--- src/rtl/gcd_lcm_unit_core_assert.svh ---
// Assertion macros shared by the gcd/lcm unit.
`ifndef GCD_LCM_UNIT_CORE_ASSERT_SVH
`define GCD_LCM_UNIT_CORE_ASSERT_SVH

`ifndef SYNTHESIS
`define GLU_ASSERT(lbl, clk, rst, prop) \
  lbl: assert property (@(posedge clk) disable iff (rst) prop) \
    else $error("gcd_lcm_unit assertion failed");
`define GLU_ASSERT_NEXT(lbl, clk, rst, ante, cons) \
  lbl: assert property (@(posedge clk) disable iff (rst) (ante) |=> (cons)) \
    else $error("gcd_lcm_unit assertion failed");
`else
`define GLU_ASSERT(lbl, clk, rst, prop)
`define GLU_ASSERT_NEXT(lbl, clk, rst, ante, cons)
`endif

`endif

--- src/rtl/gcdlcm_pkg.sv ---
package gcdlcm_pkg;

  localparam int OPERAND_BITS = 31;

  localparam int VAL_W       = 31;
  localparam int MUL_W       = 62;
  localparam int SHIFT_W     = 5;
  localparam int IN_TDATA_W  = 64;
  localparam int OUT_TDATA_W = 96;

  localparam logic [VAL_W-1:0] OPER_MASK = (OPERAND_BITS >= VAL_W) ? {VAL_W{1'b1}} :
                                           VAL_W'((64'd1 << OPERAND_BITS) - 64'd1);

  localparam logic [SHIFT_W-1:0] DIV_LAST_CNT = SHIFT_W'(VAL_W - 1);

  typedef struct packed {
    logic load;
    logic gcd_step;
    logic form_g;
    logic div_step;
    logic mul;
    logic out_load;
  } cmd_t;

  typedef struct packed {
    logic zero_in;
    logic gcd_equal;
    logic div_last;
  } status_t;

endpackage

--- src/rtl/gcd_lcm_unit_core.sv ---
// GCD / LCM unit.
// Input stream s_*: one transaction carries two operands; s_tready is high
// only while the unit is idle. Output stream m_*: one transaction per input
// with the gcd, the lcm and a zero-operand flag in m_tuser (gcd and lcm are
// zero when the flag is set).
// Steps in order: gcd by binary subtract-and-shift (each step removes at
// least one operand bit), then rescaling of the gcd, the bit-serial divider
// for b / gcd, the 31x31 multiplier and the load of the output register. A
// zero operand skips all arithmetic and goes straight to the output load.
// The result sits in an output register; while the receiver stalls the unit
// accepts and works on the next transaction and holds it until the output
// register frees. Synchronous reset returns to idle and drops any pending
// result; no state is kept between transactions.
module gcd_lcm_unit_core (
  input  logic                                clk,
  input  logic                                rst,
  input  logic                                s_tvalid,
  output logic                                s_tready,
  // first_value [30:0], second_value [61:31], zeros above
  input  logic [gcdlcm_pkg::IN_TDATA_W-1:0]   s_tdata,
  output logic                                m_tvalid,
  input  logic                                m_tready,
  // divisor_out [30:0], multiple_out [92:31], zeros above
  output logic [gcdlcm_pkg::OUT_TDATA_W-1:0]  m_tdata,
  // zero_error [0]
  output logic                                m_tuser
);

  gcdlcm_pkg::cmd_t                cmd;
  gcdlcm_pkg::status_t             status;
  logic [gcdlcm_pkg::VAL_W-1:0]    divisor_out;
  logic [gcdlcm_pkg::MUL_W-1:0]    multiple_out;

  gcdlcm_ctrl u_ctrl (
    .clk      (clk),
    .rst      (rst),
    .s_tvalid (s_tvalid),
    .s_tready (s_tready),
    .m_tvalid (m_tvalid),
    .m_tready (m_tready),
    .status   (status),
    .cmd      (cmd)
  );

  gcdlcm_dp u_dp (
    .clk          (clk),
    .rst          (rst),
    .cmd          (cmd),
    .status       (status),
    .first_value  (s_tdata[gcdlcm_pkg::VAL_W-1:0]),
    .second_value (s_tdata[2*gcdlcm_pkg::VAL_W-1:gcdlcm_pkg::VAL_W]),
    .divisor_out  (divisor_out),
    .multiple_out (multiple_out),
    .zero_error   (m_tuser)
  );

  assign m_tdata = {{(gcdlcm_pkg::OUT_TDATA_W - gcdlcm_pkg::VAL_W - gcdlcm_pkg::MUL_W){1'b0}},
                    multiple_out, divisor_out};

endmodule

--- src/rtl/gcdlcm_dp.sv ---
`include "gcd_lcm_unit_core_assert.svh"

module gcdlcm_dp (
  input  logic                            clk,
  input  logic                            rst,
  input  gcdlcm_pkg::cmd_t                cmd,
  output gcdlcm_pkg::status_t             status,
  input  logic [gcdlcm_pkg::VAL_W-1:0]    first_value,
  input  logic [gcdlcm_pkg::VAL_W-1:0]    second_value,
  output logic [gcdlcm_pkg::VAL_W-1:0]    divisor_out,
  output logic [gcdlcm_pkg::MUL_W-1:0]    multiple_out,
  output logic                            zero_error
);

  logic [gcdlcm_pkg::VAL_W-1:0]   a_in;
  logic [gcdlcm_pkg::VAL_W-1:0]   b_in;
  logic [gcdlcm_pkg::VAL_W-1:0]   a_reg;
  logic [gcdlcm_pkg::VAL_W-1:0]   b_reg;
  logic                           err;
  logic [gcdlcm_pkg::VAL_W-1:0]   u;
  logic [gcdlcm_pkg::VAL_W-1:0]   v;
  logic [gcdlcm_pkg::SHIFT_W-1:0] k;
  logic [gcdlcm_pkg::VAL_W-1:0]   g;
  logic [gcdlcm_pkg::VAL_W-1:0]   rem;
  logic [gcdlcm_pkg::VAL_W-1:0]   quot;
  logic [gcdlcm_pkg::SHIFT_W-1:0] cnt;
  logic [gcdlcm_pkg::MUL_W-1:0]   prod;
  logic [gcdlcm_pkg::VAL_W:0]     rem_shift;
  logic                           rem_ge;
  logic [gcdlcm_pkg::VAL_W-1:0]   rem_next;

  assign a_in = first_value & gcdlcm_pkg::OPER_MASK;
  assign b_in = second_value & gcdlcm_pkg::OPER_MASK;

  assign status.zero_in   = (a_in == '0) || (b_in == '0);
  assign status.gcd_equal = (u == v);
  assign status.div_last  = (cnt == '0);

  // restoring division of b by g, one quotient bit per cycle
  assign rem_shift = {rem, quot[gcdlcm_pkg::VAL_W-1]};
  assign rem_ge    = (rem_shift >= {1'b0, g});
  assign rem_next  = rem_ge ? gcdlcm_pkg::VAL_W'(rem_shift - {1'b0, g})
                            : gcdlcm_pkg::VAL_W'(rem_shift);

  always_ff @(posedge clk) begin
    if (cmd.load) begin
      a_reg <= a_in;
      b_reg <= b_in;
      err   <= status.zero_in;
      u     <= a_in;
      v     <= b_in;
      k     <= '0;
    end
    if (cmd.gcd_step) begin
      // binary gcd: strip common twos (counted in k), then halve an even value or the difference of odd values
      case ({u[0], v[0]})
        2'b00: begin
          u <= u >> 1;
          v <= v >> 1;
          k <= k + 1'b1;
        end
        2'b01: u <= u >> 1;
        2'b10: v <= v >> 1;
        default: begin
          if (u > v) begin
            u <= (u - v) >> 1;
          end else begin
            v <= (v - u) >> 1;
          end
        end
      endcase
    end
    if (cmd.form_g) begin
      g    <= u << k;
      rem  <= '0;
      quot <= b_reg;
      cnt  <= gcdlcm_pkg::DIV_LAST_CNT;
    end
    if (cmd.div_step) begin
      rem  <= rem_next;
      quot <= {quot[gcdlcm_pkg::VAL_W-2:0], rem_ge};
      cnt  <= cnt - 1'b1;
    end
    if (cmd.mul) begin
      prod <= gcdlcm_pkg::MUL_W'(a_reg) * gcdlcm_pkg::MUL_W'(quot);
    end
    if (cmd.out_load) begin
      divisor_out  <= err ? '0 : g;
      multiple_out <= err ? '0 : prod;
      zero_error   <= err;
    end
  end

  `GLU_ASSERT(a_gcd_nonzero, clk, rst, cmd.gcd_step |-> (u != '0) && (v != '0))
  `GLU_ASSERT_NEXT(a_div_exact, clk, rst, cmd.div_step && status.div_last, rem == '0)

endmodule

--- src/rtl/gcdlcm_ctrl.sv ---
`include "gcd_lcm_unit_core_assert.svh"

module gcdlcm_ctrl (
  input  logic                clk,
  input  logic                rst,
  input  logic                s_tvalid,
  output logic                s_tready,
  output logic                m_tvalid,
  input  logic                m_tready,
  input  gcdlcm_pkg::status_t status,
  output gcdlcm_pkg::cmd_t    cmd
);

  typedef enum logic [2:0] {
    ST_IDLE,
    ST_GCD,
    ST_DIV,
    ST_MUL,
    ST_OUT
  } state_t;

  state_t state;
  state_t state_next;

  assign s_tready = (state == ST_IDLE);

  always_comb begin
    cmd        = '0;
    state_next = state;
    unique case (state)
      ST_IDLE: begin
        if (s_tvalid) begin
          cmd.load   = 1'b1;
          state_next = status.zero_in ? ST_OUT : ST_GCD;
        end
      end
      ST_GCD: begin
        if (status.gcd_equal) begin
          cmd.form_g = 1'b1;
          state_next = ST_DIV;
        end else begin
          cmd.gcd_step = 1'b1;
        end
      end
      ST_DIV: begin
        cmd.div_step = 1'b1;
        if (status.div_last) begin
          state_next = ST_MUL;
        end
      end
      ST_MUL: begin
        cmd.mul    = 1'b1;
        state_next = ST_OUT;
      end
      ST_OUT: begin
        if (!m_tvalid || m_tready) begin
          cmd.out_load = 1'b1;
          state_next   = ST_IDLE;
        end
      end
      default: state_next = ST_IDLE;
    endcase
  end

  always_ff @(posedge clk) begin
    if (rst) begin
      state    <= ST_IDLE;
      m_tvalid <= 1'b0;
    end else begin
      state <= state_next;
      if (cmd.out_load) begin
        m_tvalid <= 1'b1;
      end else if (m_tready) begin
        m_tvalid <= 1'b0;
      end
    end
  end

  `GLU_ASSERT(a_one_cmd, clk, rst,
              $onehot0({cmd.load, cmd.gcd_step, cmd.form_g, cmd.div_step, cmd.mul, cmd.out_load}))
  `GLU_ASSERT_NEXT(a_out_load, clk, rst, cmd.out_load, m_tvalid && (state == ST_IDLE))

endmodule

--- config.mk ---
export PLATFORM = sky130hd
export DESIGN_NAME = gcd_lcm_unit_core
export DESIGN_NICKNAME = d
export VERILOG_FILES = /design/src/rtl/gcdlcm_pkg.sv /design/src/rtl/gcd_lcm_unit_core.sv /design/src/rtl/gcdlcm_dp.sv /design/src/rtl/gcdlcm_ctrl.sv
export VERILOG_INCLUDE_DIRS = /design/src /design/src/rtl
export SDC_FILE = /design/constraint.sdc
export NUM_CORES = 2
export LEC_CHECK = 0
export ABC_AREA = 1
export BUFFER_PORTS_ARGS = -buffer_cell sky130_fd_sc_hd__buf_4
export CAP_MARGIN = 40
export CORE_UTILIZATION = 60
export CTS_CLUSTER_DIAMETER = 200
export DETAILED_ROUTE_END_ITERATION = 8
export HOLD_SLACK_MARGIN = 0.1
export PLACE_DENSITY = 0.77
export SLEW_MARGIN = 15
export SYNTH_ARGS = -nofsm -noshare
export SYNTH_HDL_FRONTEND = slang
export SYNTH_SLANG_ARGS = --single-unit
--- constraint.sdc ---
create_clock -name clk -period 14.48 [get_ports clk]
set_clock_uncertainty 0.2 [all_clocks]
set_input_delay 1.448 -clock clk [delete_from_list [all_inputs] [get_ports clk]]
set_output_delay 1.448 -clock clk [all_outputs]
set_load 0.01 [all_outputs]
==> summary.md <==
| Metric | Value |
|---|---|
| Hold Fails Final Rpt | 0 |
| Metal2 WL | 75.2 mm |
| Routability cong. | 1.01 |
| Top FF cell, synth | edfxtp_1 |
| Vias | approximately 48000 |
| Largest regs | u_dp.multiple_out (62), u_dp.prod (62) |
| Die area | around 0.095 mm2 |
| Die width | 308 um |
| Cells after synthesis | about 7300 |
| Highest Signal Layer | met4 |
| WP data arrival | between 8 and 9 ns |
| DP Wirelength | between 100 and 150 mm |
| Clk slew on worst S/H paths | 0.06 ns |
| Final count of negative-setup-slack endpoints | 0 |
| Fmax | 126 MHz |
| Crit end category | flip-flop |
| Share of the yosys chip area belonging to registers | 19.5% |
| Port Buffers | 161 |
| Later-pin clock latency in the skew report | roughly 0.64 ns |
| DR iter-0 viols | roughly 4700 |
| Synth top area cells | fa_1, edfxtp_1, nand2_1, inv_1, ha_1 |
| Fraction of registers with async set/reset | 0% |
| Fin crit period | ~8 ns |
| Commonest cells post-synth | nand2_1, inv_1, fa_1 |
| Total routed wirelength | 168 mm |
| Gr ovfl total | 0 |
| Largest net degree at the start of global routing | 88 |
| Vias/cell | 5.55 |
| Area Growth Syn to Fin | 7.02% |
| RSZ-0062 raised after global routing | false |
| Multi-input logic area | around 0.037 mm2 |
| Core area | 0.0921 mm2 |
| Routed len/inst | 19.6 um |
| Setup TNS | 0 ns |
| Yosys top cell by area | fa_1 |
| Number of synthesized flops with an enable pin | 317 |
| Worst setup margin | 6.55 ns |
| Number of antenna violations at the first check in global routing | 2 |
| Post-CTS Setup Bufs | 0 |
| FF/Latch Area | 0.0109 mm2 |
| Worst-margin pin slew | around 0.94 ns |
| Clock root cell | clkbuf_16 |
| Post-route ant nets | 0 |
| Avg Cell Area, Syn | 7.67 um2 |
| Detailed Routing Iterations Pass 1 | 8 |
| Longest Clk Path Bufs | 3 |
| Nets | 8574 |
| Most frequent cell after synthesis | nand2_1 |
| Vias in the first global route | 48400 |
| Crit share post-route | 54.8% |
| Worst setup SP type | flip-flop |
| Fillers | 7961 |
| Slew Viols, Final | 0 |
| Area share of the largest cell type after synthesis | 30.0% |
| Status | finished, final reports clean |
| Metal3 WL | 18.6 mm |
| CTS Buf Count | 44 |
| Htree depth | 2 |
| Site row count | 111 |
| Ys Warns | 0 |
| Critical Path Fanout Max | 18 |
| Yosys cell types | 53 |
| Yosys reg bits | 388 |
| Hold Crit Class | reg -> reg |
| Max-cap check violation count | 0 |
| Dpl ws | roughly 6.6 ns |
| CTS tree | yes |
| Detailed-route DRC error count | 0 |
| Max transition margin | between 30% and 40% |
| GRT Overall Usage | 36.2% |
| Hold_buf cts | 0 |
| I/O pins | 167 |
| Die Height | 308 um |
| Post_cts resized | 0 |
| CP Class | reg -> reg |
| Mapped Area | 0.0561 mm2 |
| First-pass GRT wire length | around 260 mm |
| Initial Util | 60.9% |
| Critical Path RT | 14.64 ns |
| Met1 WL | 66.9 mm |
| TritonCTS Sinks | 388 |
| Share of cells above drive strength 1 | approximately 5.3% |
==> path summary, 6_finish.rpt <==
| path | from | end | slack (ns) | depth (start not counted) |
|---|---|---|---|---|
| max | u_dp.quot[14] | u_dp.prod[59] | 6.55 | 27 |
| min | u_dp.b_reg[12] | u_dp.quot[12] | 0.30 | 2 |
| max reg2reg | u_dp.quot[14] | u_dp.prod[59] | 6.55 | 27 |
| min reg2reg | u_dp.b_reg[12] | u_dp.quot[12] | 0.30 | 2 |
==> metrics by stage <==
step	area, um2	instances	hold WS, ns	utilization [%]
finish	60000	8596	0.301	65.2
global route	60000	8594	0.330	65.2
CTS	60000	8591	0.310	65.1
detailed placement	58400	8509	0.296	63.4
global placement	58300	8497	0.292	63.3
floorplan	56100	7319	0.267	-
==> kinds of logic after synthesis <==
family                     Yosys count  share of synthesized area [%]
and+or+nand+nor                   2816                           19.9
buffers and inverters             2147                           14.6
adders and majority gates         1191                           37.8
AOI/OAI and AO/OA                  667                           6.51
DFF                                388                           19.5
xor gates and xnor gates            99                           1.55
muxes                                8                          0.143
other                                1                        0.00668
==> layer usage <==
layer  global-route usage [%]  vias up
met1                     48.8    23100
met3                     7.96      507
li1                         -    21700
met2                     56.7     2476
met4                     14.9        0
met5                        0        -
==> cells in the final DEF, fill, tap and decap left out, drive strengths merged, types with 34 or more instances in the layout <==
master / n
nor2: 449
nand3: 177
buf: 258
nand2: 2073
a21oi: 238
xor2: 65
ha: 351
dfxtp: 71
clkbuf: 55
inv: 1839
nand4: 34
o21ai: 302
fa: 840
xnor2: 34
edfxtp: 317
nor3: 48
==> final cells by class <==
class	count	area share (%)
diodes	2	0.00833
clock buffers	55	1.95
clock inverters	27	0.681
inverters	1839	11.5
multi-input cells	4784	61.7
flip-flops and latches	388	18.2
well taps	1243	2.59
repair buffers	258	3.38
==> critical path, stage by stage (launching register included) <==
cell and delay [ns]:
edfxtp_1 0.81, buf_4 0.41, nand2_1 0.08, inv_1 0.10, fa_1 0.44, fa_1 0.53, inv_1 0.05, fa_1 0.41
fa_1 0.55, inv_1 0.06, fa_1 0.55, fa_1 0.44, fa_1 0.52, inv_1 0.06, fa_1 0.48, inv_1 0.08
ha_1 0.37, a21oi_1 0.30, nor2_1 0.07, nor2_1 0.15, a21boi_0 0.42, nor2_1 0.07, nor2_1 0.16, nor2_1 0.06
nor2_1 0.12, nand2_1 0.06, nand2_1 0.06, nand2_1 0.05
Power is left out: the tool's default activity adds up to more than one toggle a clock period on the data nets, which glitch-free logic cannot reach.
